**src/rtl/core/hbkrd_pkg.sv**
```systemverilog
// Shared package of the HID boot keyboard report decoder.
// Holds slot constants, event codes, control/status structs and the key tables.
// No dependencies.
`timescale 1ns / 1ps
`default_nettype none

package hbkrd_pkg;

  // Report geometry.
  localparam int KEY_SLOTS = 6;
  localparam int SLOT_W    = (KEY_SLOTS > 1) ? $clog2(KEY_SLOTS) : 1;

  // Modifier masks, left and right side together.
  localparam logic [7:0] SHIFT_MASK     = 8'h22;
  localparam logic [7:0] CTRL_MASK      = 8'h11;
  localparam logic [6:0] CTRL_CHAR_MASK = 7'h1f;

  // Event kinds.
  localparam logic EV_NAV  = 1'b0;
  localparam logic EV_CHAR = 1'b1;

  // Navigation codes.
  localparam logic [4:0] NAV_NONE  = 5'd0;
  localparam logic [4:0] NAV_ESC   = 5'd1;
  localparam logic [4:0] NAV_ENTER = 5'd2;
  localparam logic [4:0] NAV_TAB   = 5'd3;
  localparam logic [4:0] NAV_BKSP  = 5'd4;
  localparam logic [4:0] NAV_UP    = 5'd5;
  localparam logic [4:0] NAV_DOWN  = 5'd6;
  localparam logic [4:0] NAV_LEFT  = 5'd7;
  localparam logic [4:0] NAV_RIGHT = 5'd8;
  localparam logic [4:0] NAV_HOME  = 5'd9;
  localparam logic [4:0] NAV_END   = 5'd10;
  localparam logic [4:0] NAV_PGUP  = 5'd11;
  localparam logic [4:0] NAV_PGDN  = 5'd12;
  localparam logic [4:0] NAV_F1    = 5'd13;

  // Commands from the controller to the datapath.
  typedef struct packed {
    logic load;   // capture the incoming request
    logic eval;   // build the event mask and store the report as previous
    logic emit;   // send the lowest pending event to the output register
  } hbkrd_cmd_t;

  // Status from the datapath to the controller.
  typedef struct packed {
    logic any_event;     // the report under evaluation yields at least one event
    logic last_pending;  // exactly one event remains in the mask
    logic out_free;      // the output register can take a new event
  } hbkrd_sts_t;

  // Navigation code of a usage code, NAV_NONE when it is no navigation key.
  function automatic logic [4:0] nav_of(input logic [7:0] code);
    logic [4:0] nav;
    nav = NAV_NONE;
    if (code >= 8'h3a && code <= 8'h45) begin
      nav = 5'(code - 8'h3a) + NAV_F1;
    end else begin
      case (code)
        8'h29:   nav = NAV_ESC;
        8'h28:   nav = NAV_ENTER;
        8'h2b:   nav = NAV_TAB;
        8'h2a:   nav = NAV_BKSP;
        8'h4c:   nav = NAV_BKSP;
        8'h52:   nav = NAV_UP;
        8'h51:   nav = NAV_DOWN;
        8'h50:   nav = NAV_LEFT;
        8'h4f:   nav = NAV_RIGHT;
        8'h4a:   nav = NAV_HOME;
        8'h4d:   nav = NAV_END;
        8'h4b:   nav = NAV_PGUP;
        8'h4e:   nav = NAV_PGDN;
        default: nav = NAV_NONE;
      endcase
    end
    return nav;
  endfunction

  // US layout character of a usage code, zero when the code has no entry.
  function automatic logic [6:0] char_of(input logic [7:0] code, input logic shifted);
    logic [6:0] un;
    logic [6:0] sh;
    un = 7'h00;
    sh = 7'h00;
    if (code >= 8'h04 && code <= 8'h1d) begin
      un = 7'(code - 8'h04) + 7'h61;
      sh = un - 7'h20;
    end else begin
      case (code)
        8'h1e:   begin un = 7'h31; sh = 7'h21; end
        8'h1f:   begin un = 7'h32; sh = 7'h40; end
        8'h20:   begin un = 7'h33; sh = 7'h23; end
        8'h21:   begin un = 7'h34; sh = 7'h24; end
        8'h22:   begin un = 7'h35; sh = 7'h25; end
        8'h23:   begin un = 7'h36; sh = 7'h5e; end
        8'h24:   begin un = 7'h37; sh = 7'h26; end
        8'h25:   begin un = 7'h38; sh = 7'h2a; end
        8'h26:   begin un = 7'h39; sh = 7'h28; end
        8'h27:   begin un = 7'h30; sh = 7'h29; end
        8'h2c:   begin un = 7'h20; sh = 7'h20; end
        8'h2d:   begin un = 7'h2d; sh = 7'h5f; end
        8'h2e:   begin un = 7'h3d; sh = 7'h2b; end
        8'h2f:   begin un = 7'h5b; sh = 7'h7b; end
        8'h30:   begin un = 7'h5d; sh = 7'h7d; end
        8'h31:   begin un = 7'h5c; sh = 7'h7c; end
        8'h33:   begin un = 7'h3b; sh = 7'h3a; end
        8'h34:   begin un = 7'h27; sh = 7'h22; end
        8'h35:   begin un = 7'h60; sh = 7'h7e; end
        8'h36:   begin un = 7'h2c; sh = 7'h3c; end
        8'h37:   begin un = 7'h2e; sh = 7'h3e; end
        8'h38:   begin un = 7'h2f; sh = 7'h3f; end
        default: begin un = 7'h00; sh = 7'h00; end
      endcase
    end
    return shifted ? sh : un;
  endfunction

endpackage

`default_nettype wire

```
**src/rtl/core/hbkrd_ctrl.sv**
```systemverilog
// Controller state machine of the HID boot keyboard report decoder.
// Sequences capture, evaluation and event emission. Depends on hbkrd_pkg.
`timescale 1ns / 1ps
`default_nettype none

module hbkrd_ctrl (
  input  logic                 clk,
  input  logic                 rst_n,
  input  logic                 in_valid,
  output logic                 in_ready,
  input  hbkrd_pkg::hbkrd_sts_t sts,
  output hbkrd_pkg::hbkrd_cmd_t cmd
);
  import hbkrd_pkg::*;

  typedef enum logic [2:0] {
    ST_IDLE = 3'b001,
    ST_EVAL = 3'b010,
    ST_EMIT = 3'b100
  } state_t;

  state_t state_r;
  state_t state_nxt;

  // Commands follow directly from the state and the handshakes.
  assign in_ready = (state_r == ST_IDLE);

  always_comb begin
    cmd      = '0;
    cmd.load = in_valid && (state_r == ST_IDLE);
    cmd.eval = (state_r == ST_EVAL);
    cmd.emit = (state_r == ST_EMIT) && sts.out_free;
  end

  // Next state.
  always_comb begin
    state_nxt = state_r;
    case (state_r)
      ST_IDLE: begin
        if (cmd.load) state_nxt = ST_EVAL;
      end
      ST_EVAL: begin
        state_nxt = sts.any_event ? ST_EMIT : ST_IDLE;
      end
      ST_EMIT: begin
        if (cmd.emit && sts.last_pending) state_nxt = ST_IDLE;
      end
      default: state_nxt = ST_IDLE;
    endcase
  end

  // State register.
  always_ff @(posedge clk) begin
    if (!rst_n) begin
      state_r <= ST_IDLE;
    end else begin
      state_r <= state_nxt;
    end
  end

endmodule

`default_nettype wire

```
**config.mk**
```make
export PLATFORM = sky130hd
export DESIGN_NAME = hbkrd_ctrl
export DESIGN_NICKNAME = d
export VERILOG_FILES = /design/src/rtl/core/hbkrd_pkg.sv /design/src/rtl/core/hbkrd_ctrl.sv
export SDC_FILE = /design/constraint.sdc
export NUM_CORES = 1
export LEC_CHECK = 0
export BUFFER_PORTS_ARGS = -buffer_cell sky130_fd_sc_hd__buf_2
export CORE_AREA = 2 2 39 41
export DETAILED_ROUTE_END_ITERATION = 8
export DIE_AREA = 0 0 41 43
export PLACE_DENSITY = 0.44
export SLEW_MARGIN = 0
export SYNTH_ARGS = -nofsm -noshare
export SYNTH_HDL_FRONTEND = slang
export SYNTH_SLANG_ARGS = --single-unit
export TNS_END_PERCENT = 100
```
**constraint.sdc**
```tcl
create_clock -name clk -period 2.7 [get_ports clk]
set_clock_uncertainty 0.1 [all_clocks]
set_input_delay 0.405 -clock clk [delete_from_list [all_inputs] [get_ports clk]]
set_output_delay 0.405 -clock clk [all_outputs]
set_load 0.02 [all_outputs]
```
=== Word-level counts from Yosys, hierarchy flattened ===
Index checks and enable logic that the tools add are counted.

* Output and inout port bits: 4
* Bits in registers: 3

* Reductions and logical operators: 4
* Multiplexer cells: 4
* Equality and inequality tests: 5

{| class="wikitable"
|+ Operators by type and width
! cell !! number
|-
| 3-bit two-way mux || 3
|-
| 3-bit one-hot mux with 3 select lines || 1
|-
| 2-bit by 1-bit inequality test with 1-bit output (second input constant) || 2
|-
| 3-bit by 1-bit equality test with 1-bit output (second input constant) || 1
|-
| 3-bit by 2-bit equality test with 1-bit output (second input constant) || 1
|-
| 3-bit equality test (second input constant) || 1
|-
| 1-bit logical AND || 3
|-
| 2-bit AND reduction || 1
|}

=== Longest topological paths before layout ===
* Depth in word-level cells: 5
* Depth in mapped cells: 3
* Mapped depth without buffers: 3

=== Worst setup path after synthesis ===
OpenSTA, ideal clock, no wires.

* Path type: register to output
* Start: register state_r[0]
* End: output port cmd[2] (netlist name)
* Path slack: 1159 ps
* Path buffers: 0
* Data required time: 2195 ps
* Arrival time: 1036 ps
* Stages on the path, launching flop included: 3
* Cell sequence: dfxtp_1 > nor3b_2 > and2_4

{| class="wikitable"
|+ RTL lines
! what !! line !! text
|-
| start: declaration || hbkrd_ctrl.sv:22 || <nowiki>state_t state_r;</nowiki>
|-
| start signal: assignment || hbkrd_ctrl.sv:57 || <nowiki>state_r <= state_nxt;</nowiki>
|-
| end: declaration || hbkrd_ctrl.sv:12 || <nowiki>output hbkrd_pkg::hbkrd_cmd_t cmd</nowiki>
|}

==> impl_metrics.toml <==
[run_status]
status = "finished, final reports clean"

[setup_path]
endpoint_kind = "primary output"
ff2ff_setup_slack_ns = 1.58
worstSetupPathType = "register to primary output"
critPathLaunchType = "register"
path_cells = "nor3b_2 -> and2_4 -> buf_2"
critical-path-top-delay-family = "simple AND/OR/NAND/NOR gates"
cp.arrival_ns = 1.20
slowest_delay_ns = 0.38
crit_required_ns = 2.19
startpoint = "state_r[0]"
crit_fanout = 6
rr_endpoint = "state_r[0]"
reg2reg_depth = 3
regToRegStartpoint = "state_r[1]"
crit_buf_inv = 1
cp_slowest_cell = "dfxtp_1"

[power_and_ir_drop]
p_per_area_nw_per_um2 = 597
peakVddDrop_v = 0.000196
power.leakage_uw = 0.000124

[detailed_routing]
initialDrtViolationCount = 4
drt_wl_total_um = 430
first_pass_iters = 4
drc = 0
via_count = 176
ant_nets = 0
wl_per_cell_um = 9.56
vias_per_cell = 3.91

[logic_synthesis]
ys_types = 11
ys_ff_latch = 3
synth_ff_type = "dfxtp_1"
yosysSeqAreaShare = 0.336
synth_area_um2 = 179
synthArstFlopShare = 0
synth_nets = 22
synth-compound-area-share = 0.231
yosysMostFrequentCell = "dfxtp_1"
synth-adder-area-share = 0
synthTopCellsByCount = "dfxtp_1 (3), a21oi_1 (2), and3b_2 (2), nor3b_1 (2)"
synth_warnings = 0
synth_top_family_by_area = "simple AND/OR/NAND/NOR gates"
netlist_top_cells_area = "dfxtp_1 (34%), o31ai_4 (12%), and3b_2 (11%)"
synthXorXnorAreaFrac = 0
yosys.area.top_type = "dfxtp_1"
synth.avg_cell_area_um2 = 11.2
yosys.area_share.simple = 0.434
synth_cells = 16
synth_top_area_share = 0.336
synthMuxAreaShare = 0
synth-edff-count = 0

[floorplanning]
fp.coreArea_um2 = 1380
floorplan.rows = 14
top_level_ports = 10
die_w_um = 41
initial_core_util = 0.129
die_h_um = 43
dieArea_um2 = 1760

[global_routing]
grt_max_degree = 8
grt.total_usage = 0.0651
antenna_found_initial = 0
grt_first_pass_wirelength_um = 690
grt_pass1_vias = 150
grt_overflow_total = 0

[placed_design]
place_ws_ns = 1.24
gp_congestion = 0.548
numPortBuffers = 9

[clock_network]
cts_setup_buffers = 0
cts_resized = 0
cts_buffer_depth = 2
cts_hold_buf = 0
clkSlewWorstSetupHoldPaths_ns = 0.04
clock_latency_ns = 0.24
htree_levels = 1
cts_tree = "yes"
clock-sinks = 3
cts_inserted_buffers = 3
clockRootBuffer = "clkbuf_4"

[finish]
n_antenna_cell = 0
drive_above_1_share = 0.621
nets = 36
regMostFlops = "state_r"
largest_register_ffs = 3
area.growth.synth_to_final_pct = 51.0
top_regs = "state_r: 3 flops"

[timing]
period_share = 0.633
finalSetupViolCount = 0
slew_violations = 0
slew_headroom = 0.766
finalCriticalPeriod_ns = 1.71
rsz0062_at_grt = "false"
worst_slack_ns = 0.992
hold_viol_final = 0
fmaxAchievable_ghz = 0.585
worst_pin_slew_ns = 0.349
setup-tns-final_ns = 0

[flow_run]
timing.max_cap.violations = 0

[min_path]
hold-path-cell-count = 2
hold_end = "state_r[0]"
hold_start = "rst_n"
hp-class = "primary input to register"
-- logic make-up after synthesis --
kind of cell | after synthesis
AOI/OAI and AO/OA | 4
DFF | 3
and+or+nand+nor | 9
-- how the worst max path moves through the flow --
stage	to	cells after the start	slack [ns]
after floorplan	cmd[2]	2	1.16
after global placement	cmd[2]	3	1.25
after detailed placement	cmd[2]	3	1.24
after CTS	cmd[2]	3	0.98
after global routing	cmd[2]	3	0.88
final	cmd[2]	3	0.99
-- metrics by stage --
stage,hold slack [ns],util,area [µm²],std cells,total power (µW)
final,0.275,0.195,270,45,161
after global routing,0.275,0.195,270,45,175
after CTS,0.266,0.195,270,45,166
after detailed placement,0.402,0.176,244,41,81.1
after global placement,0.393,0.176,244,41,81.5
after floorplan,0.362,-,179,16,70.3
-- power by group --
group	switching, µW	internal, µW	leakage (µW)
Sequential	3.99	47.3	0.0000246
Combinational	14.5	14.7	0.0000846
Clock	25.3	55.5	0.0000150
Total	43.8	117	0.000124
-- cell usage in the layout, fill, tap and decap left out, types with 2 or more instances in the layout --
| cell type | netlist | layout |
|---|---|---|
| dfxtp_1 | 3 | 3 |
| clkbuf_4 | 0 | 3 |
| nor3b_1 | 2 | 2 |
| buf_2 | 0 | 9 |
| and3b_2 | 2 | 2 |
| a21oi_1 | 2 | 2 |
-- final cells by class --
class | count | area, µm²
fillers | 157 | 1110
repair buffers | 9 | 45.0
flip-flops and latches | 3 | 60.1
clock buffers | 4 | 26.3
well taps | 16 | 20.0
multi-input cells | 13 | 119
-- metal layers --
metal	vias to the layer above	part of all wire	track usage
met5	-	0	0
met4	0	0	0.0400
met3	0	0.19	0.0681
met2	14	0.28	0.0531
met1	75	0.53	0.0927
li1	87	-	-
(Power assumes the default switching activity.)
